--- config.mk ---
export PLATFORM = sky130hd
export DESIGN_NAME = dsu_obuf
export DESIGN_NICKNAME = d
export VERILOG_FILES = /design/src/hdl/dsu_pkg.sv /design/src/hdl/dsu_obuf.sv
export VERILOG_INCLUDE_DIRS = /design/src /design/src/hdl
export SDC_FILE = /design/constraint.sdc
export NUM_CORES = 1
export LEC_CHECK = 0
export BUFFER_PORTS_ARGS = -buffer_cell sky130_fd_sc_hd__buf_4
export CAP_MARGIN = 5
export CORE_ASPECT_RATIO = 0.9
export CORE_MARGIN = 8
export CORE_UTILIZATION = 45
export DETAILED_ROUTE_END_ITERATION = 7
export PLACE_DENSITY_LB_ADDON = 0.12
export SLEW_MARGIN = 40
export SYNTH_ARGS = -nofsm -noshare
export SYNTH_HDL_FRONTEND = slang
export SYNTH_SLANG_ARGS = --single-unit
--- constraint.sdc ---
create_clock -name clk -period 3.36 [get_ports clk]
set_input_delay 0.168 -clock clk [delete_from_list [all_inputs] [get_ports clk]]
set_output_delay 0.168 -clock clk [all_outputs]
set_load 0.01 [all_outputs]
--- src/hdl/diffusion_stencil_update_assert.svh ---
// ----------------------------------------------------------------------------
// Diffusion stencil update assertion macros
// Implication and next-cycle implication checks, clocked and reset-qualified.
// ----------------------------------------------------------------------------
`ifndef DIFFUSION_STENCIL_UPDATE_ASSERT_SVH
`define DIFFUSION_STENCIL_UPDATE_ASSERT_SVH
`ifndef NO_ASSERTIONS
`define DSU_ASSERT_IMP(lbl, clk, rst_n, ante, cons) \
	lbl: assert property (@(posedge clk) disable iff (!rst_n) (ante) |-> (cons)) \
		else $error("dsu assertion failed");
`define DSU_ASSERT_NXT(lbl, clk, rst_n, ante, cons) \
	lbl: assert property (@(posedge clk) disable iff (!rst_n) (ante) |=> (cons)) \
		else $error("dsu assertion failed");
`else
`define DSU_ASSERT_IMP(lbl, clk, rst_n, ante, cons)
`define DSU_ASSERT_NXT(lbl, clk, rst_n, ante, cons)
`endif
`endif

--- src/hdl/dsu_pkg.sv ---
// ----------------------------------------------------------------------------
// dsu_pkg
// Widths, limits and shared types of the diffusion stencil update pipeline.
// ----------------------------------------------------------------------------
`default_nettype none

package dsu_pkg;

	localparam int PIX_W      = 32;
	localparam int FRAC_W     = 16;
	localparam int DIFF_W     = PIX_W + 1;
	localparam int PROD_W     = PIX_W + DIFF_W;
	localparam int TERM_W     = 48;
	localparam int SUM_W      = TERM_W + 2;
	localparam int SCALE_W    = 17;
	localparam int SPLIT_W    = 24;
	localparam int PPH_W      = SUM_W - SPLIT_W + SCALE_W + 1;
	localparam int PPL_W      = SPLIT_W + SCALE_W;
	localparam int TOT_W      = PPH_W + SPLIT_W;
	localparam int UPD_W      = TOT_W - FRAC_W;
	localparam int RES_W      = UPD_W + 1;
	localparam int DIV_NUM_W  = PIX_W + FRAC_W;
	localparam int DIV_DEN_W  = PIX_W - 1;
	localparam int DIV_STEP   = 4;
	localparam int DIV_STAGES = DIV_NUM_W / DIV_STEP;
	localparam int DIV_LAT    = DIV_STAGES + 2;

	localparam logic [SCALE_W-1:0] SCALE_RST = 17'd8192;
	localparam logic [PIX_W-1:0]   PIX_MAX   = 32'h7FFF_FFFF;
	localparam logic [PIX_W-1:0]   PIX_MIN   = 32'h8000_0000;

	typedef logic [PIX_W-1:0] pix_word_t;

	typedef struct packed {
		pix_word_t ctr;
		pix_word_t nth;
		pix_word_t sth;
		pix_word_t wst;
		pix_word_t est;
	} pix_set_t;

	typedef struct packed {
		logic adv;
		logic vld;
	} dsu_ctl_t;

endpackage

`default_nettype wire

--- src/hdl/dsu_obuf.sv ---
// ----------------------------------------------------------------------------
// dsu_obuf
// Two-word output buffer; holds finished words while the sink stalls and
// tells the pipeline whether it may advance.
// ----------------------------------------------------------------------------
`default_nettype none

`include "diffusion_stencil_update_assert.svh"

module dsu_obuf import dsu_pkg::*; (
	input  logic      clk,
	input  logic      arst_n,
	input  logic      push,
	input  pix_word_t din,
	output logic      room,
	output pix_word_t next_pix,
	output logic      next_valid,
	input  logic      next_stall
);

	localparam logic [1:0] CNT_FULL = 2'd2;

	logic [1:0] cnt_q;
	pix_word_t  ent0_q, ent1_q;
	logic       pop;

	assign pop        = (cnt_q != 2'd0) && !next_stall;
	assign room       = (cnt_q != CNT_FULL);
	assign next_valid = (cnt_q != 2'd0);
	assign next_pix   = ent0_q;

	always_ff @(posedge clk or negedge arst_n) begin
		if (!arst_n) begin
			cnt_q <= 2'd0;
		end else if (push && !pop) begin
			cnt_q <= cnt_q + 2'd1;
		end else if (pop && !push) begin
			cnt_q <= cnt_q - 2'd1;
		end
	end

	always_ff @(posedge clk) begin
		if (push && !pop) begin
			if (cnt_q == 2'd0) begin
				ent0_q <= din;
			end else begin
				ent1_q <= din;
			end
		end else if (pop && !push) begin
			ent0_q <= ent1_q;
		end else if (pop && push) begin
			if (cnt_q == 2'd1) begin
				ent0_q <= din;
			end else begin
				ent0_q <= ent1_q;
				ent1_q <= din;
			end
		end
	end

	`DSU_ASSERT_IMP(a_no_overrun, clk, arst_n, push, cnt_q != CNT_FULL)
	`DSU_ASSERT_NXT(a_fill_step, clk, arst_n, push && !pop, cnt_q == $past(cnt_q) + 2'd1)
	`DSU_ASSERT_NXT(a_drain_step, clk, arst_n, pop && !push, cnt_q == $past(cnt_q) - 2'd1)

endmodule

`default_nettype wire

# After elaboration in Yosys (flattened, before gate mapping)

Index checks and enable logic that the tools add are counted.
Widths: inputs -> output; s select.

Input bits: 36
Bits in latches: 0
Memories: 0
Logic and storage cells: 37
Bits in read-only memories: 0
Register bits: 66
Output and inout bits: 34
Bits in writable memories: 0

Div/mod/pow operators: 0
Multipliers: 0
Reductions and logical operators: 14
Shifts and indexed selects: 0
Magnitude comparators: 0
Muxes and demuxes: 12
Bitwise logic cells: 0
Equality and inequality tests: 6
Add/sub/neg operators: 2

Operator list:

| kind                | count |
|---|---|
| $mux 32             | 10 |
| $ne 2x2->1 const B  | 3 |
| $reduce_bool 2->1   | 3 |
| $logic_and 1x1->1   | 4 |
| $mux 2              | 2 |
| $ne 2x1->1 const B  | 2 |
| $reduce_and 4->1    | 1 |
| $logic_not 1->1     | 3 |
| $reduce_bool 3->1   | 1 |
| $add 2x1->2 const B | 1 |
| $eq 2x1->1 const B  | 1 |
| $logic_not 2->1     | 1 |
| $reduce_and 2->1    | 1 |
| $sub 2x1->2 const B | 1 |

# Depth between registers and ports, before layout

Gate-level depths: netlist of run 1.

Depth after elaboration: 6
Mapped depth: 6
Mapped depth without buffers: 5

# Least setup slack after synthesis of run 1

OpenSTA, ideal clock, no wires.

Path type: register to register
Start point: register cnt_q[0]
End point: register ent1_q[0], enable pin
Data arrival time: 3.106 ns
Data required time: 2.890 ns
Setup slack: -0.216 ns
Clock period less this slack: 3.576 ns
Setup time: 0.470 ns
Stages on the path, launching flop included: 4
Buffers on the path: 0
Cell sequence: dfrtp_1 inv_1 ha_1 a211oi_1

Word-level cells in the longest chain between the ends: 6
Elaborated cells between the ends (all ways): 13
Those cells by class: eq/ne (4); reduce/logical (9)

RTL lines:

| what                                               | line           | source |
|---|---|---|
| start: declaration                                 | dsu_obuf.sv:23 | `logic [1:0] cnt_q;` |
| start signal: assignment                           | dsu_obuf.sv:36 | `cnt_q <= cnt_q + 2'd1;` |
| start signal: assignment                           | dsu_obuf.sv:38 | `cnt_q <= cnt_q - 2'd1;` |
| $reduce_bool 2->1                                  | dsu_obuf.sv:27 | `assign pop = (cnt_q != 2'd0) && !next_stall;` |
| $logic_and 1x1->1                                  | dsu_obuf.sv:27 |  |
| $logic_not 1->1                                    | dsu_obuf.sv:43 | `if (push && !pop) begin` |
| $logic_and 1x1->1                                  | dsu_obuf.sv:43 |  |
| $ne 2x2->1 (no line), or another cell as far along | --             |  |
| $reduce_and 4->1 (no line) (*)                     | --             |  |
| end signal: assignment                             | dsu_obuf.sv:47 | `ent1_q <= din;` |
| end signal: assignment                             | dsu_obuf.sv:56 | `ent1_q <= din;` |
| end: declaration                                   | dsu_obuf.sv:24 | `pix_word_t ent0_q, ent1_q;` |

Mark *: on every way between the ends. The rest lies on a longest branch, timed or not.
A chain may end at the register's enable or synchronous reset.

# Worst setup path in the final report of run 1

Start point: register cnt_q[1]
End point: register ent0_q[17], in the netlist next_pix[17], enable pin

Word-level cells in the longest chain between the ends: 6
Elaborated cells between the ends (all ways): 10
Those cells by class: eq/ne (1); reduce/logical (9)

RTL lines:

| what                                                      | line           | source |
|---|---|---|
| $reduce_bool 2->1                                         | dsu_obuf.sv:27 |  |
| $logic_and 1x1->1                                         | dsu_obuf.sv:27 |  |
| $logic_not 1->1                                           | dsu_obuf.sv:43 |  |
| $logic_and 1x1->1                                         | dsu_obuf.sv:43 |  |
| $ne 2x1->1 (no line) or $reduce_bool 3->1 (tied branches) | --             |  |
| $reduce_and 2->1 (no line) (*)                            | --             |  |
| end signal: assignment                                    | dsu_obuf.sv:45 | `ent0_q <= din;` |
| end signal: assignment                                    | dsu_obuf.sv:50 | `ent0_q <= ent1_q;` |
| end signal: assignment                                    | dsu_obuf.sv:53 | `ent0_q <= din;` |
| end: declaration                                          | dsu_obuf.sv:24 |  |

Marked as above.

==> results of run 1 <==
[layout by cell type, fill, tap and decap left out, types with 2 or more instances in the layout]
| master | count |
|---|---|
| buf_4 | 72 |
| edfxtp_1 | 64 |
| mux2_4 | 30 |
| clkbuf_8 | 9 |
| inv_1 | 6 |
| dlygate4sd3_1 | 6 |
| clkinv_2 | 4 |
| ha_1 | 3 |
| mux2_2 | 2 |
| xnor2_1 | 2 |
| dfrtp_1 | 2 |
[worst max-delay path: stages (launching register included)]
cell and delay, ns:
dfrtp_1 0.41, inv_1 0.10, ha_1 0.28, nor2_1 0.39, a21o_2 0.65
[stage by stage]
stage,worst slack [ns],cells,cell area [um2],util
finish,1.14,282,3490,0.616
global route,1.02,282,3490,0.616
CTS,1.14,277,3440,0.607
detailed placement,1.17,260,3240,0.573
global placement,1.27,260,3240,0.573
floorplan,0.897,121,2630,-
[timing repair]
item,CTS,global route
hold buffers,1,5
buffers inserted,0,0
hold endpoints to repair,2,5
gates resized for setup,0,0
[cells by family after synthesis]
kind of cell | share of synthesized area
muxes | 0.180
DFF | 0.750
adders and majority gates | 0.0181
and+or+nand+nor | 0.00143
xor gates and xnor gates | 0.00666
AOI/OAI and AO/OA | 0.0224
buffers and inverters | 0.0214
[where the power goes]
group          total (mW)  switching (mW)  leakage, nW  internal, mW
logic               0.925           0.434        0.696         0.491
registers            1.31          0.0816        0.640          1.23
clock network       0.624           0.287       0.0958         0.337
[area by class of cell]
| class | instances | area (um2) | area share |
|---|---|---|---|
| clock buffers | 10 | 128 | 0.0366 |
| clock inverters | 6 | 57.6 | 0.0165 |
| inverters | 6 | 22.5 | 0.00646 |
| multi-input cells | 46 | 621 | 0.178 |
| flip-flops and latches | 66 | 1970 | 0.565 |
| well taps | 70 | 87.6 | 0.0251 |
| repair buffers | 78 | 601 | 0.172 |
[layer usage]
metal  routed length, um  share of wire  global-route usage
met5                   0              0                   0
met4                  40         0.0078              0.0330
met3                 500          0.098              0.0704
met2                2540           0.50               0.206
met1                2030           0.40               0.136
[flip-flops by register name, indices dropped and copies added (netlist names)]
register / flops
ent1_q: 32
next_pix: 32
cnt_q: 2
[final timing paths]
path,end,cells past startpoint
worst max register to register,next_pix[17],4
worst max-delay path,next_pix[17],4
min in group asynchronous,cnt_q[1],2
max in group asynchronous,cnt_q[0],2
worst min-delay path,ent1_q[9],1
worst min register to register,next_pix[28],1
==> flow_metrics.py, run 1 <==
metrics = {
    "timing": {
        "final.period_utilization": 0.660,
        "worst_pin_slew_ns": 0.746,
        "max_freq_mhz": 451,
        "hold_violations": 0,
        "skew_ns": 0.00623,
        "post-route-min-period_ns": 2.22,
        "hold_ws_ns": 0.0218,
        "rsz0062_at_grt": "false",
        "relSlewSlack": 0.502,
        "setup_tns_ns": 0,
        "final_max_slew_viol_count": 0,
        "setup_viol": 0,
    },
    "min_path": {
        "min_from": "din[9]",
        "hold_class": "in2reg",
    },
    "yosys": {
        "syn_nets": 160,
        "synth_most_common_cell": "edfxtp_1",
        "syn_area_um2": 2630,
        "netlist_instances": 121,
        "async_reset_ff_frac": 0.0303,
        "syn_area_per_cell_um2": 21.7,
        "yosys_register_bits": 66,
        "synth_enable_flop_cells": 64,
        "synth_area_leader_cell": "edfxtp_1",
        "synthTopCellsByCount": "64 x edfxtp_1, 30 x mux2_4, 6 x inv_1",
        "yosysTopAreaCellShare": 0.731,
        "synth-warning-count": 0,
        "yosysUniqueCellTypes": 17,
        "netlist_top_cells_area": "edfxtp_1 73%, mux2_4 17%, dfrtp_1 1.9%",
        "synthFlopType": "edfxtp_1",
        "seq_area_frac_synth": 0.750,
    },
    "finish": {
        "area_growth_pct": 32.7,
        "diodes": 0,
        "fin_nets": 246,
        "fill_cells": 428,
        "drive_above_1_share": 0.580,
    },
    "clock_network": {
        "numCtsBuffers": 9,
        "cts_tree": "done",
        "cts_buffer_depth": 2,
        "htreeDepth": 3,
        "worstSkewPairLatency_ns": 0.33,
        "cts_root_buf": "clkbuf_8",
        "numClockSinks": 66,
        "clk_pin_slew_ns": 0.07,
    },
    "detailed_routing": {
        "routedWlPerCell_um": 18.1,
        "wirelength_um": 5110,
        "firstDrtPassIters": 4,
        "drt_iter0_markers": 57,
        "vias": 1378,
        "antenna_left": 0,
        "drt-vias-per-instance": 4.89,
        "route.detailed.drc": 0,
    },
    "critical_path": {
        "r2r_start": "cnt_q[1]",
        "worst_ep_required_time_ns": 3.32,
        "crit_type": "reg2reg",
        "startpoint_type": "flip-flop",
        "path_max_fanout": 32,
        "rrSetupSlack_ns": 1.14,
        "crit_start": "cnt_q[1]",
        "worst_setup_path_end_kind": "flip-flop",
        "critPathArrivalTime_ns": 2.17,
    },
    "die": {
        "fp.dieW_um": 96.6,
        "num_rows": 26,
        "start_util": 0.464,
        "die_area_um2": 8550,
        "die_h_um": 88.5,
        "core_area_um2": 5660,
        "ios": 70,
    },
    "global_routing": {
        "track_usage": 0.125,
        "gr-total-overflow": 0,
        "grt_pass1_wl_um": 7700,
        "grt_pass1_vias": 1528,
        "grt_max_degree": 33,
        "antenna_found_initial": 0,
    },
    "power_and_ir_drop": {
        "powerDensity_nw_per_um2": 821,
        "fin_total_pwr_mw": 2.86,
        "p_leak_nw": 1.43,
        "ir_drop_mv": 0.464,
    },
    "run_status": {
        "outcome": "finished, final reports clean",
    },
    "placed_design": {
        "gp_congestion": 0.730,
        "place_hpwl_um": 3550,
        "portBuffers": 69,
    },
    "job": {
        "cap_violations": 0,
    },
}
No activity file was read; power rests on OpenSTA's default activity.
==> run 2: changes to the inputs <==
ABC_AREA = 1   (was default)
clock period = 2.05 ns   (was 3.36 ns; I/O delays follow)
==> run 2 against run 1 <==
Compared with the run above: clock power rose by 62%; via count grew 120%; highest routed layer unchanged; synthesized cell count rose to 3.3 times the previous value; largest power group is now combinational cells; first-iteration DRC count increased to 3.3 times the previous value.
==> flow_metrics.py, run 2 <==
metrics = {
    "run_status": {
        "outcome": "finished, final reports clean",
    },
    "clock_network": {
        "numCtsBuffers": 9,
        "clk_pin_slew_ns": 0.07,
        "htreeDepth": 3,
        "cts_root_buf": "clkbuf_8",
        "numClockSinks": 66,
        "worstSkewPairLatency_ns": 0.33,
        "cts_buffer_depth": 2,
        "cts_tree": "done",
    },
    "die": {
        "fp.dieW_um": 107,
        "num_rows": 30,
        "core_area_um2": 7390,
        "die_h_um": 98,
        "start_util": 0.455,
        "ios": 70,
        "die_area_um2": 10500,
    },
    "timing": {
        "worst_pin_slew_ns": 0.491,
        "setup_tns_ns": 0,
        "final_max_slew_viol_count": 0,
        "max_freq_mhz": 538,
        "relSlewSlack": 0.672,
        "rsz0062_at_grt": "false",
        "final.period_utilization": 0.907,
        "skew_ns": 0.00863,
        "post-route-min-period_ns": 1.86,
        "hold_violations": 0,
        "setup_viol": 0,
    },
    "power_and_ir_drop": {
        "pwr-share-seq": 0.395,
        "p_sw_frac": 0.368,
        "ir_drop_mv": 0.552,
        "pwr-share-clk": 0.178,
        "switching_power_mw": 2.09,
        "powerDensity_nw_per_um2": 1250,
        "combinationalPowerShare": 0.427,
        "p_int_mw": 3.59,
        "fin_total_pwr_mw": 5.68,
        "p_leak_nw": 2.21,
    },
    "finish": {
        "area_growth_pct": 35.1,
        "final_cell_mix": "263 x nand2_1, 82 x buf_4, 64 x edfxtp_1, 33 x dlygate4sd3_1, 32 x nand3_1",
        "fin_nets": 547,
        "diodes": 0,
        "fin_area_um2": 4540,
        "fin_cells": 607,
        "layout_commonest_cell": "nand2_1",
        "final_util": 0.614,
        "drive_above_1_share": 0.202,
    },
    "yosys": {
        "synth_enable_flop_cells": 64,
        "yosysTopAreaCellShare": 0.572,
        "seq_area_frac_synth": 0.587,
        "yosys_register_bits": 66,
        "synth_most_common_cell": "nand2_1",
        "syn_area_per_cell_um2": 8.36,
        "yosysUniqueCellTypes": 17,
        "synth_area_leader_cell": "edfxtp_1",
        "synthTopCellsByCount": "263 x nand2_1, 64 x edfxtp_1, 32 x nand3_1",
        "synthFlopType": "edfxtp_1",
        "netlist_instances": 402,
        "syn_nets": 441,
        "synth-warning-count": 0,
        "netlist_top_cells_area": "edfxtp_1 57%, nand2_1 29%, nand3_1 4.8%",
        "async_reset_ff_frac": 0.0303,
        "syn_area_um2": 3360,
    },
    "detailed_routing": {
        "antenna_left": 0,
        "firstDrtPassIters": 4,
        "wirelength_um": 8800,
        "drt_iter0_markers": 189,
        "vias": 3009,
        "route.detailed.drc": 0,
        "routedWlPerCell_um": 14.5,
        "drt-vias-per-instance": 4.96,
    },
    "critical_path": {
        "critPathArrivalTime_ns": 2.06,
        "crit_family": "buffers and inverters",
        "rrSetupSlack_ns": 0.19,
        "cp_cell_sequence": "inv_1 > ha_2 > inv_1 > buf_4 > nand2_1 > nand2_1 > nand2_1 > nand2_1 > nand2_1 > nand2_1",
        "worst_setup_path_end_kind": "flip-flop",
        "r2r_start": "cnt_q[1]",
        "worst-path-buf-inv": 3,
        "startpoint_type": "flip-flop",
        "r2r-end": "next_pix[9]",
        "crit_type": "reg2reg",
        "crit_top_cell": "nand2_1",
        "cp_slowest_cell": "dfrtp_1",
        "worst_ep_required_time_ns": 2.25,
        "critPathMaxStageDelay_ns": 0.37,
        "reg2reg_depth": 10,
        "path_max_fanout": 22,
    },
    "global_routing": {
        "track_usage": 0.170,
        "grt_max_degree": 35,
        "gr-total-overflow": 0,
        "grt_pass1_vias": 3056,
        "grt_pass1_wl_um": 14300,
        "antenna_found_initial": 0,
    },
    "placed_design": {
        "portBuffers": 69,
        "dpl_cell_area_um2": 4020,
        "place_hpwl_um": 5550,
        "gp_congestion": 0.766,
        "dpl.cell_count": 559,
    },
    "job": {
        "cap_violations": 0,
    },
    "min_path": {
        "hold_class": "in2async",
    },
}
==> run 2: final cells by class <==
class                           count  area [um2]
Multi-Input combinational cell    306        1270
Timing Repair Buffer              117         981
Clock inverter                      5        47.5
Tap cell                           96         120
Sequential cell                    66        1970
Inverter                            8        30.0
Fill cell                         640        2850
Clock buffer                        9         124
==> run 2: worst max-delay path by stage <==
stage,from,endpoint,slack (ns),cells past startpoint
after floorplan,cnt_q[1],ent1_q[0],-0.10,5
after global placement,cnt_q[0],cnt_q[0],0.14,7
after detailed placement,cnt_q[0],cnt_q[1],0.08,7
after CTS,cnt_q[0],cnt_q[1],0.06,7
after global routing,cnt_q[1],next_pix[23],0.05,10
final,cnt_q[1],next_pix[9],0.19,10
==> run 2: metal layers <==
| layer | GRT usage | vias up | share of wire |
|---|---|---|---|
| met5 | 0 | - | 0 |
| met4 | 0.0530 | 0 | 0.015 |
| met3 | 0.0560 | 16 | 0.058 |
| met2 | 0.293 | 96 | 0.50 |
| met1 | 0.193 | 1399 | 0.43 |
| li1 | - | 1498 | - |
==> run 2: stage by stage <==
stage               hold WS (ns)  setup WS, ns
floorplan                 -0.193        -0.101
global placement          -0.113         0.141
detailed placement        -0.113        0.0772
CTS                       0.0674        0.0648
global route              0.0608        0.0545
finish                    0.0854         0.191
==> run 2: logic make-up (layout without fill, tap and decap cells) <==
| logic type | after synthesis | after routing | share of synthesized area |
|---|---|---|---|
| AND/OR/NAND/NOR | 299 | 299 | 0.349 |
| adder cells (fa/ha/maj) | 3 | 3 | 0.0112 |
| buffers and inverters | 30 | 139 | 0.0461 |
| flip-flops | 66 | 66 | 0.587 |
| AO/OA/AOI/OAI | 4 | 4 | 0.00670 |
==> run 2: power groups by stage <==
stage | combinational (mW) | sequential, mW | clock, mW
detailed placement | 2.38 | 2.27 | 0
global placement | 2.32 | 2.26 | 0
finish | 2.43 | 2.25 | 1.01
CTS | 2.44 | 2.25 | 1.03
global route | 2.70 | 2.30 | 1.09
floorplan | 1.33 | 2.40 | 0
==> run 2: what timing repair did <==
item / in CTS / in global routing
buffers inserted: 0 / 0
hold buffers: 33 / 0
resized for setup: 0 / 0
endpoints found under the hold margin: 34 / 0
==> run 3: changes to the inputs <==
clock period = 2.1 ns   (was 2.05 ns; I/O delays follow)
==> run 3 against run 2 <==
Compared with the run above: first-iteration DRC count shrank 11%; die area is the same; critical path depth shrank 1; critical endpoint unchanged; critical path type unchanged.
==> flow_metrics.py, run 3 (synthesized netlist as in run 2, its figures left out) <==
metrics = {
    "timing": {
        "relSlewSlack": 0.689,
        "skew_ns": 0.00690,
        "final_max_slew_viol_count": 0,
        "max_freq_mhz": 553,
        "final.period_utilization": 0.861,
        "hold_ws_ns": 0.0815,
        "setup_viol": 0,
        "fin_ws_ns": 0.293,
        "worst_pin_slew_ns": 0.466,
        "post-route-min-period_ns": 1.81,
        "rsz0062_at_grt": "false",
        "hold_violations": 0,
    },
    "critical_path": {
        "startpoint_type": "flip-flop",
        "cp_cell_sequence": "inv_1 > ha_1 > nor2_4 > nand2_2 > buf_4 > nand2_1 > nand2_1 > nand2_1 > nand2_1",
        "worst_setup_path_end_kind": "flip-flop",
        "rrSetupSlack_ns": 0.29,
        "critPathArrivalTime_ns": 1.90,
        "crit_top_cell": "nand2_1",
        "r2r_start": "cnt_q[0]",
        "reg2reg_depth": 9,
        "crit_type": "reg2reg",
        "critPathMaxStageDelay_ns": 0.37,
        "cp_slowest_cell": "dfrtp_1",
        "worst_ep_required_time_ns": 2.19,
        "r2r-end": "next_pix[9]",
        "path_max_fanout": 19,
    },
    "job": {
        "cap_violations": 0,
    },
    "finish": {
        "area_growth_pct": 34.7,
        "fin_area_um2": 4530,
        "layout_commonest_cell": "nand2_1",
        "fin_nets": 547,
        "diodes": 0,
        "final_cell_mix": "263 x nand2_1, 83 x buf_4, 64 x edfxtp_1, 33 x dlygate4sd3_1, 32 x nand3_1",
        "drive_above_1_share": 0.205,
        "fin_cells": 609,
    },
    "global_routing": {
        "grt_pass1_wl_um": 14600,
        "grt_max_degree": 35,
        "gr-total-overflow": 0,
        "grt_pass1_vias": 3022,
        "antenna_found_initial": 0,
        "track_usage": 0.173,
    },
    "die": {
        "die_h_um": 98,
        "die_area_um2": 10500,
        "fp.dieW_um": 107,
        "ios": 70,
        "start_util": 0.455,
        "num_rows": 30,
        "core_area_um2": 7390,
    },
    "clock_network": {
        "worstSkewPairLatency_ns": 0.33,
        "cts_tree": "done",
        "cts_resized": 0,
        "cts_hold_buf": 33,
        "clk_pin_slew_ns": 0.07,
        "numCtsBuffers": 9,
        "htreeDepth": 3,
        "postCtsSetupBuffers": 0,
        "numClockSinks": 66,
        "cts_buffer_depth": 2,
        "cts_root_buf": "clkbuf_8",
    },
    "detailed_routing": {
        "antenna_left": 0,
        "wirelength_um": 8680,
        "drt-vias-per-instance": 4.93,
        "drt_iter0_markers": 169,
        "routedWlPerCell_um": 14.3,
        "route.detailed.drc": 0,
        "firstDrtPassIters": 4,
        "vias": 3001,
    },
    "placed_design": {
        "dpl_cell_area_um2": 4010,
        "place_ws_ns": 0.118,
        "dpl.cell_count": 559,
        "portBuffers": 69,
        "place_hpwl_um": 5500,
        "gp_congestion": 0.763,
    },
    "power_and_ir_drop": {
        "p_leak_nw": 2.21,
        "ir_drop_mv": 0.587,
        "powerDensity_nw_per_um2": 1200,
        "fin_total_pwr_mw": 5.45,
    },
    "min_path": {
        "hold_class": "in2async",
    },
    "run_status": {
        "outcome": "finished, final reports clean",
    },
}
[run 3: cell count changes in the layout (fill, tap and decap cells not counted)]
cell	delta
clkinv_2	+2
bufinv_16	-1
buf_12	-1
clkinv_4	+1
buf_4	+1
buf_16	+1
buf_8	-1
[run 3: area by class of cell]
cell class / count / area, um2
Clock buffer: 9 / 124
Clock inverter: 7 / 36.3
Fill cell: 639 / 2870
Inverter: 8 / 30.0
Multi-Input combinational cell: 306 / 1270
Sequential cell: 66 / 1970
Tap cell: 96 / 120
Timing Repair Buffer: 117 / 981
[run 3: worst max-delay path, delay by kind of cell, from the launching register on]
| family | cells | cell delay (ns) |
|---|---|---|
| fa+ha+maj | 1 | 0.28 |
| flops | 1 | 0.37 |
| buf+inv | 2 | 0.33 |
| simple gates | 6 | 0.58 |
[run 3: metal layers]
metal	track usage	routed length [um]	up-vias
met4	0.0530	103	0
met5	0	0	-
met1	0.215	3790	1401
li1	-	-	1495
met3	0.0349	558	13
met2	0.291	4230	92
[run 3: worst max path at each step]
| stage | startpoint | end | slack, ns |
|---|---|---|---|
| finish | cnt_q[0] | next_pix[9] | 0.29 |
| global route | cnt_q[1] | next_pix[11] | 0.04 |
| CTS | cnt_q[0] | cnt_q[1] | 0.11 |
| detailed placement | cnt_q[0] | cnt_q[0] | 0.12 |
| global placement | cnt_q[0] | cnt_q[0] | 0.19 |
| floorplan | cnt_q[1] | ent1_q[0] | -0.05 |
[run 3: metrics by stage]
step / utilization / TNS, ns
global route: 0.613 / 0
floorplan: - / -1.64
detailed placement: 0.542 / 0
CTS: 0.609 / 0
global placement: 0.542 / 0
finish: 0.613 / 0
[run 3: report_power, final]
part	total (mW)	internal (mW)	switching [mW]
Clock	0.904	0.414	0.491
Sequential	2.20	2.04	0.156
Combinational	2.34	0.929	1.42
